File: config.mk
export PLATFORM = sky130hd
export DESIGN_NAME = vgm_command_stream_decoder_unit
export DESIGN_NICKNAME = d
export VERILOG_FILES = /design/src/sv/vgmcsd_pkg.sv /design/src/sv/vgmcsd_decode.sv /design/src/sv/vgmcsd_result_reg.sv /design/src/sv/vgm_command_stream_decoder_unit.sv
export SDC_FILE = /design/constraint.sdc
export NUM_CORES = 1
export LEC_CHECK = 0
export BUFFER_PORTS_ARGS = -buffer_cell sky130_fd_sc_hd__buf_2
export CORE_MARGIN = 3
export CORE_UTILIZATION = 45
export DETAILED_ROUTE_END_ITERATION = 16
export PLACE_DENSITY = 0.7
export SYNTH_ARGS = -nofsm -noshare
export SYNTH_HDL_FRONTEND = slang
export SYNTH_SLANG_ARGS = --single-unit
File: constraint.sdc
create_clock -name clk -period 3.4 [get_ports clk]
set_input_delay 0.85 -clock clk [delete_from_list [all_inputs] [get_ports clk]]
set_output_delay 0.85 -clock clk [all_outputs]
set_load 0.005 [all_outputs]
File: src/sv/vgmcsd_pkg.sv
// ---------------------------------------------------------------------------
// vgmcsd_pkg
// Opcodes, event kinds and shared types of the command stream decoder.
// ---------------------------------------------------------------------------
`default_nettype none

package vgmcsd_pkg;

  localparam logic [7:0] OP_SKIP   = 8'h4F;
  localparam logic [7:0] OP_TONE   = 8'h50;
  localparam logic [7:0] OP_FM     = 8'h51;
  localparam logic [7:0] OP_WAIT   = 8'h61;
  localparam logic [7:0] OP_WAIT60 = 8'h62;
  localparam logic [7:0] OP_WAIT50 = 8'h63;
  localparam logic [7:0] OP_END    = 8'h66;

  localparam logic [15:0] WAIT_NTSC = 16'd735;
  localparam logic [15:0] WAIT_PAL  = 16'd882;

  localparam logic [2:0] KIND_TONE    = 3'd0;
  localparam logic [2:0] KIND_FM      = 3'd1;
  localparam logic [2:0] KIND_WAIT    = 3'd2;
  localparam logic [2:0] KIND_END     = 3'd3;
  localparam logic [2:0] KIND_UNKNOWN = 3'd4;

  // operand collection phase, one-hot
  typedef enum logic [2:0] {
    PH_OPCODE = 3'b001,
    PH_LAST   = 3'b010,
    PH_FIRST  = 3'b100
  } phase_t;

  // decoded event handed to the result register
  typedef struct packed {
    logic        valid;
    logic [2:0]  kind;
    logic [7:0]  reg_address;
    logic [7:0]  write_value;
    logic [15:0] wait_samples;
  } event_t;

endpackage

`default_nettype wire

File: src/sv/vgmcsd_decode.sv
// ---------------------------------------------------------------------------
// vgmcsd_decode
// Byte decode state and per-beat event decode.
// ---------------------------------------------------------------------------
`default_nettype none

module vgmcsd_decode (
  input  wire logic           clk,
  input  wire logic           rst_n,
  input  wire logic           take,
  input  wire logic [7:0]     stream_byte,
  output vgmcsd_pkg::event_t  evt
);
  import vgmcsd_pkg::*;

  phase_t     phase_r, phase_nxt;
  logic [7:0] held_r, held_nxt;
  logic [7:0] first_r, first_nxt;
  logic       ended_r, ended_nxt;

  always_comb begin
    phase_nxt = phase_r;
    held_nxt  = held_r;
    first_nxt = first_r;
    ended_nxt = ended_r;
    evt       = '0;
    if (!ended_r) begin
      case (phase_r)
        PH_FIRST: begin
          first_nxt = stream_byte;
          phase_nxt = PH_LAST;
        end
        PH_LAST: begin
          phase_nxt = PH_OPCODE;
          case (held_r)
            OP_TONE: begin
              evt.valid       = 1'b1;
              evt.kind        = KIND_TONE;
              evt.write_value = stream_byte;
            end
            OP_FM: begin
              evt.valid       = 1'b1;
              evt.kind        = KIND_FM;
              evt.reg_address = first_r;
              evt.write_value = stream_byte;
            end
            OP_WAIT: begin
              evt.valid        = 1'b1;
              evt.kind         = KIND_WAIT;
              evt.wait_samples = {stream_byte, first_r};
            end
            default: ; // skip opcode: operand dropped
          endcase
        end
        default: begin
          phase_nxt = PH_OPCODE;
          case (stream_byte) inside
            OP_SKIP, OP_TONE: begin
              held_nxt  = stream_byte;
              phase_nxt = PH_LAST;
            end
            OP_FM, OP_WAIT: begin
              held_nxt  = stream_byte;
              phase_nxt = PH_FIRST;
            end
            OP_WAIT60: begin
              evt.valid        = 1'b1;
              evt.kind         = KIND_WAIT;
              evt.wait_samples = WAIT_NTSC;
            end
            OP_WAIT50: begin
              evt.valid        = 1'b1;
              evt.kind         = KIND_WAIT;
              evt.wait_samples = WAIT_PAL;
            end
            OP_END: begin
              ended_nxt = 1'b1;
              evt.valid = 1'b1;
              evt.kind  = KIND_END;
            end
            default: begin
              evt.valid       = 1'b1;
              evt.kind        = KIND_UNKNOWN;
              evt.write_value = stream_byte;
            end
          endcase
        end
      endcase
    end
  end

  always_ff @(posedge clk) begin
    if (!rst_n) begin
      phase_r <= PH_OPCODE;
      held_r  <= '0;
      first_r <= '0;
      ended_r <= 1'b0;
    end else if (take) begin
      phase_r <= phase_nxt;
      held_r  <= held_nxt;
      first_r <= first_nxt;
      ended_r <= ended_nxt;
    end
  end

endmodule

`default_nettype wire

File: src/sv/vgmcsd_result_reg.sv
// ---------------------------------------------------------------------------
// vgmcsd_result_reg
// Result register with valid/ready on the output side.
// ---------------------------------------------------------------------------
`default_nettype none

module vgmcsd_result_reg (
  input  wire logic           clk,
  input  wire logic           rst_n,
  input  wire logic           load,
  input  wire vgmcsd_pkg::event_t evt,
  input  wire logic           out_ready,
  output logic                space,
  output logic                out_valid,
  output logic [2:0]          out_event_kind,
  output logic [7:0]          out_reg_address,
  output logic [7:0]          out_write_value,
  output logic [15:0]         out_wait_samples
);
  import vgmcsd_pkg::*;

  logic   valid_r;
  event_t data_r;

  // free when empty or draining this cycle
  assign space = !valid_r || out_ready;

  always_ff @(posedge clk) begin
    if (!rst_n) begin
      valid_r <= 1'b0;
    end else if (load) begin
      valid_r <= 1'b1;
    end else if (out_ready) begin
      valid_r <= 1'b0;
    end
  end

  always_ff @(posedge clk) begin
    if (load) begin
      data_r <= evt;
    end
  end

  assign out_valid        = valid_r;
  assign out_event_kind   = data_r.kind;
  assign out_reg_address  = data_r.reg_address;
  assign out_write_value  = data_r.write_value;
  assign out_wait_samples = data_r.wait_samples;

endmodule

`default_nettype wire

File: src/sv/vgm_command_stream_decoder_unit.sv
// ---------------------------------------------------------------------------
// vgm_command_stream_decoder_unit
// Decodes a music command byte stream into chip write, wait, end and unknown-opcode events.
// ---------------------------------------------------------------------------
// Usage:
//   Input channel (in_valid/in_ready/in_stream_byte) takes one stream byte
//   per beat, opcode or operand. Output channel (out_valid/out_ready/out_*)
//   delivers one event beat per completed command: tone write, FM register
//   write, wait, end or unknown opcode. Skip commands and operand bytes that
//   do not finish a command produce no beat.
//   The event shows on out_* in the cycle after the beat that completes
//   its command. One input byte per cycle while the result register has
//   space; the single result register is the only event storage.
//   in_ready = !out_valid || out_ready: a stalled receiver holds the pending
//   event and blocks every input byte, even one that would give no event.
//   Reset (rst_n low, synchronous) empties the result register and returns
//   the decoder to expecting an opcode. After the end opcode every further
//   byte is accepted and dropped until the next reset.
// ---------------------------------------------------------------------------
`default_nettype none

module vgm_command_stream_decoder_unit (
  input  wire logic        clk,
  input  wire logic        rst_n,
  input  wire logic        in_valid,
  output logic             in_ready,
  input  wire logic [7:0]  in_stream_byte,
  output logic             out_valid,
  input  wire logic        out_ready,
  output logic [2:0]       out_event_kind,
  output logic [7:0]       out_reg_address,
  output logic [7:0]       out_write_value,
  output logic [15:0]      out_wait_samples
);
  import vgmcsd_pkg::*;

  logic   take;
  logic   space;
  event_t evt;

  // a byte is consumed on every input beat
  assign in_ready = space;
  assign take     = in_valid && space;

  vgmcsd_decode u_decode (
    .clk         (clk),
    .rst_n       (rst_n),
    .take        (take),
    .stream_byte (in_stream_byte),
    .evt         (evt)
  );

  // load only when the byte actually completes an event
  vgmcsd_result_reg u_result (
    .clk              (clk),
    .rst_n            (rst_n),
    .load             (take && evt.valid),
    .evt              (evt),
    .out_ready        (out_ready),
    .space            (space),
    .out_valid        (out_valid),
    .out_event_kind   (out_event_kind),
    .out_reg_address  (out_reg_address),
    .out_write_value  (out_write_value),
    .out_wait_samples (out_wait_samples)
  );

endmodule

`default_nettype wire

==> results by group <==
Critical path
  • Flop-to-flop setup slack: 0.92 ns
  • Critical Path AT: ~2.8 ns
  • RR Startpoint: u_decode.phase_r[2]$_SDFFE_PN0P_
  • Crit Path Max Fanout: 28
  • Crit path launch: in_stream_byte[2]
  • Worst setup EP type: flop
  • Startpoint types: input pin
  • Critical Path RT: about 3.4 ns
  • Class of the most critical setup path: in2reg

STA
  • Skew final: roughly 0.005 ns
  • Rel. slew slack: between 40% and 50%
  • RSZ-0062 raised after global routing: false
  • Fmax: 365 MHz
  • Slew @ Worst Pin: between 0.7 and 0.8 ns
  • Smallest hold slack: about 0.45 ns
  • Fin. max-slew vios: 0
  • # setup viols final: 0
  • Setup_tns: 0 ns
  • Final Critical Period: roughly 2.7 ns
  • Final period utilization: between 80% and 90%
  • Final hold vios: 0

Finish
  • Nets: 264
  • FF/Latch Area: between 1000 and 1500 µm²
  • Most frequent cells in the layout: 48 x buf_2, 35 x edfxtp_1, 29 x nor2_1, 21 x dfxtp_1
  • Share of cells above drive strength 1: 28.9%
  • Layout area overhead: 15.9%
  • Multi-input gate area: 863 µm²
  • Final non-filler cell total: 320
  • N_diodes: 0
  • Commonest non-fill, non-tap cell in the layout: buf_2
  • Design Area, Final: between 2000 and 3000 µm²
  • # fillers: 447

Clock tree
  • Clock Tree Buf Depth: 2
  • Hold-fix buffers, CTS: 0
  • Root Buffer: clkbuf_8
  • Clock latency on the worst-skew pair: roughly 0.30 ns
  • CTS resizes: 0
  • Setup Buffers After CTS: 0
  • Clock Pin Slew Worst Setup and Hold Paths: 0.09 ns
  • H-tree Lvls: 2
  • Clk sink count: 56
  • CTS Buf Count: 5
  • CTS tree: yes

Detailed routing
  • DRC: 0
  • Wire per inst: between 10 and 15 µm
  • Number of routed nets with antenna violations: 0
  • Detailed-route wire length: approximately 4500 µm
  • DRT Pass-1 Iters: 4
  • Routed vias: 1635
  • Vias per Instance: around 5.1
  • Initial drt markers: 110

Synth
  • Post-Syn Area: between 2000 and 2500 µm²
  • Distinct cells, synth: 44
  • Share of Yosys cell area claimed by the top area cell type: 43.8%
  • #FFs+latches synth: between 50 and 60
  • Synth warnings: 0
  • Post-Syn Nets: roughly 220
  • Synth Area per Inst: between 10 and 15 µm²
  • Syn Inst Count: between 200 and 250
  • Largest area contributor in the netlist: edfxtp_1
  • Register area share after synthesis: around three fifths
  • Synth top area cells: edfxtp_1 44%, dfxtp_1 18%, nor2_1 4.5%

Global routing
  • Vias in the first global route: 1511
  • Largest net degree at the start of global routing: 29
  • First-pass GRT wire length: between 7000 and 8000 µm
  • Grt total ovfl: 0
  • Initial antenna violation count: 0
  • Gr usage total: around 16%

Min path
  • Hold_sp: u_decode.held_r[6]$_SDFFE_PN0P_
  • Hold Path Class: reg2reg

Floorplanning
  • Die width: around 79 µm
  • Core area: roughly 5000 µm²
  • Die area: 6240 µm²
  • Io pins: 49
  • Die H: between 70 and 80 µm
  • Initial Util: about half
  • # rows: 25

Power
  • Leakage Power: about 1.1 nW
  • Power, Total: approximately 1.2 mW
  • Peak supply drop: roughly 0.23 mV
  • PD cells: around 430 nW/µm²

Place
  • Routability cong.: between 0.8 and 0.9
  • Placed Area: 2690 µm²
  • Dpl hpwl: between 3000 and 4000 µm
  • Port Buffers: 48
  • Placed cell count: ~310

Status
  • Outcome: complete, no violations

Job
  • MaxCap Viol Count: 0
## final cells by class
class                      instances  share of cell area (%)
tap                               67                    3.02
clock inverter                     3                   0.810
inverter                           4                   0.540
clock buffer                       5                    2.48
sequential                        56                    52.9
multi-input combinational        135                    31.1
timing repair buffer              50                    9.18
## sequential cells by signal, indices dropped and copies added, names as in the netlist
register	flops
u_result.out_wait_samples	16
u_decode.ended_r	1
u_decode.phase_r	3
u_result.out_reg_address	8
u_result.out_valid	1
u_result.out_event_kind	3
u_decode.first_r	8
u_decode.held_r	8
u_result.out_write_value	8
## worst paths after layout
path                                               end  depth (start not counted)
max          u_result.out_write_value[5]$_SDFFCE_PP0P_                          7
min                    u_decode.held_r[6]$_SDFFE_PN0P_                          2
max reg2reg  u_result.out_write_value[5]$_SDFFCE_PP0P_                          6
min reg2reg            u_decode.held_r[6]$_SDFFE_PN0P_                          2
## metal layers
metal / vias up / wire [µm] / GRT usage [%] / part of all wire, %
met1: 760 / 2160 / 21.4 / 48
li1: 826 / - / - / -
met5: - / 0 / 0 / 0
met4: 0 / 80 / 5.33 / 1.8
met3: 7 / 211 / 3.06 / 4.7
met2: 42 / 2080 / 24.7 / 46
## Yosys cell counts
cell type	n
xnor2_1	1
nor3b_1	8
nand2b_1	5
nand2_1	13
nor2_1	29
nand3b_1	2
o21ai_1	3
o211a_1	1
nor4b_2	1
nor4b_1	2
a21oi_1	14
buf_6	1
buf_2	2
nor3_2	1
dfxtp_1	21
a21oi_2	1
nand3_2	1
edfxtp_1	35
a31o_2	2
nor3_1	1
nand3_1	4
nand4_1	2
mux2i_1	8
nor4_1	2
a2111oi_2	1
o31ai_2	1
inv_1	4
clkbuf_2	1
or3b_4	1
and3_1	3
clkbuf_1	6
a31o_1	2
nor3_4	1
xor2_1	1
or2_1	1
a211oi_1	1
o21ai_0	1
a211oi_4	1
o221ai_2	1
or2_2	2
a22oi_1	1
or4b_4	1
nand4bb_1	1
and2_1	14
## critical path, stage by stage
cell and delay, ns:
buf_2 0.16, or4b_4 0.53, a211oi_4 0.23, nor3_2 0.15, o31ai_2 0.32, inv_1 0.22, buf_4 0.30
## logic make-up after synthesis
kind of cell,after synthesis,synth area share [%]
buffers and inverters,14,2.66
AOI/OAI and AO/OA,30,9.23
and+or+nand+nor,95,22.7
DFF,56,61.3
xor gates and xnor gates,2,0.730
muxes,8,3.34
## power by group
group          internal, mW  switching, mW  total, mW
Sequential            0.747        0.00626      0.753
Clock                 0.148          0.209      0.357
Combinational        0.0336         0.0529     0.0864
Total                 0.928          0.269       1.20
## stage by stage
stage	worst slack, ns	utilization [%]
floorplan	0.468	-
global placement	0.419	54.4
detailed placement	0.345	54.4
CTS	0.664	56.3
global route	0.498	56.3
finish	0.658	56.3
Note: power is estimated with default switching activity, not from simulation.
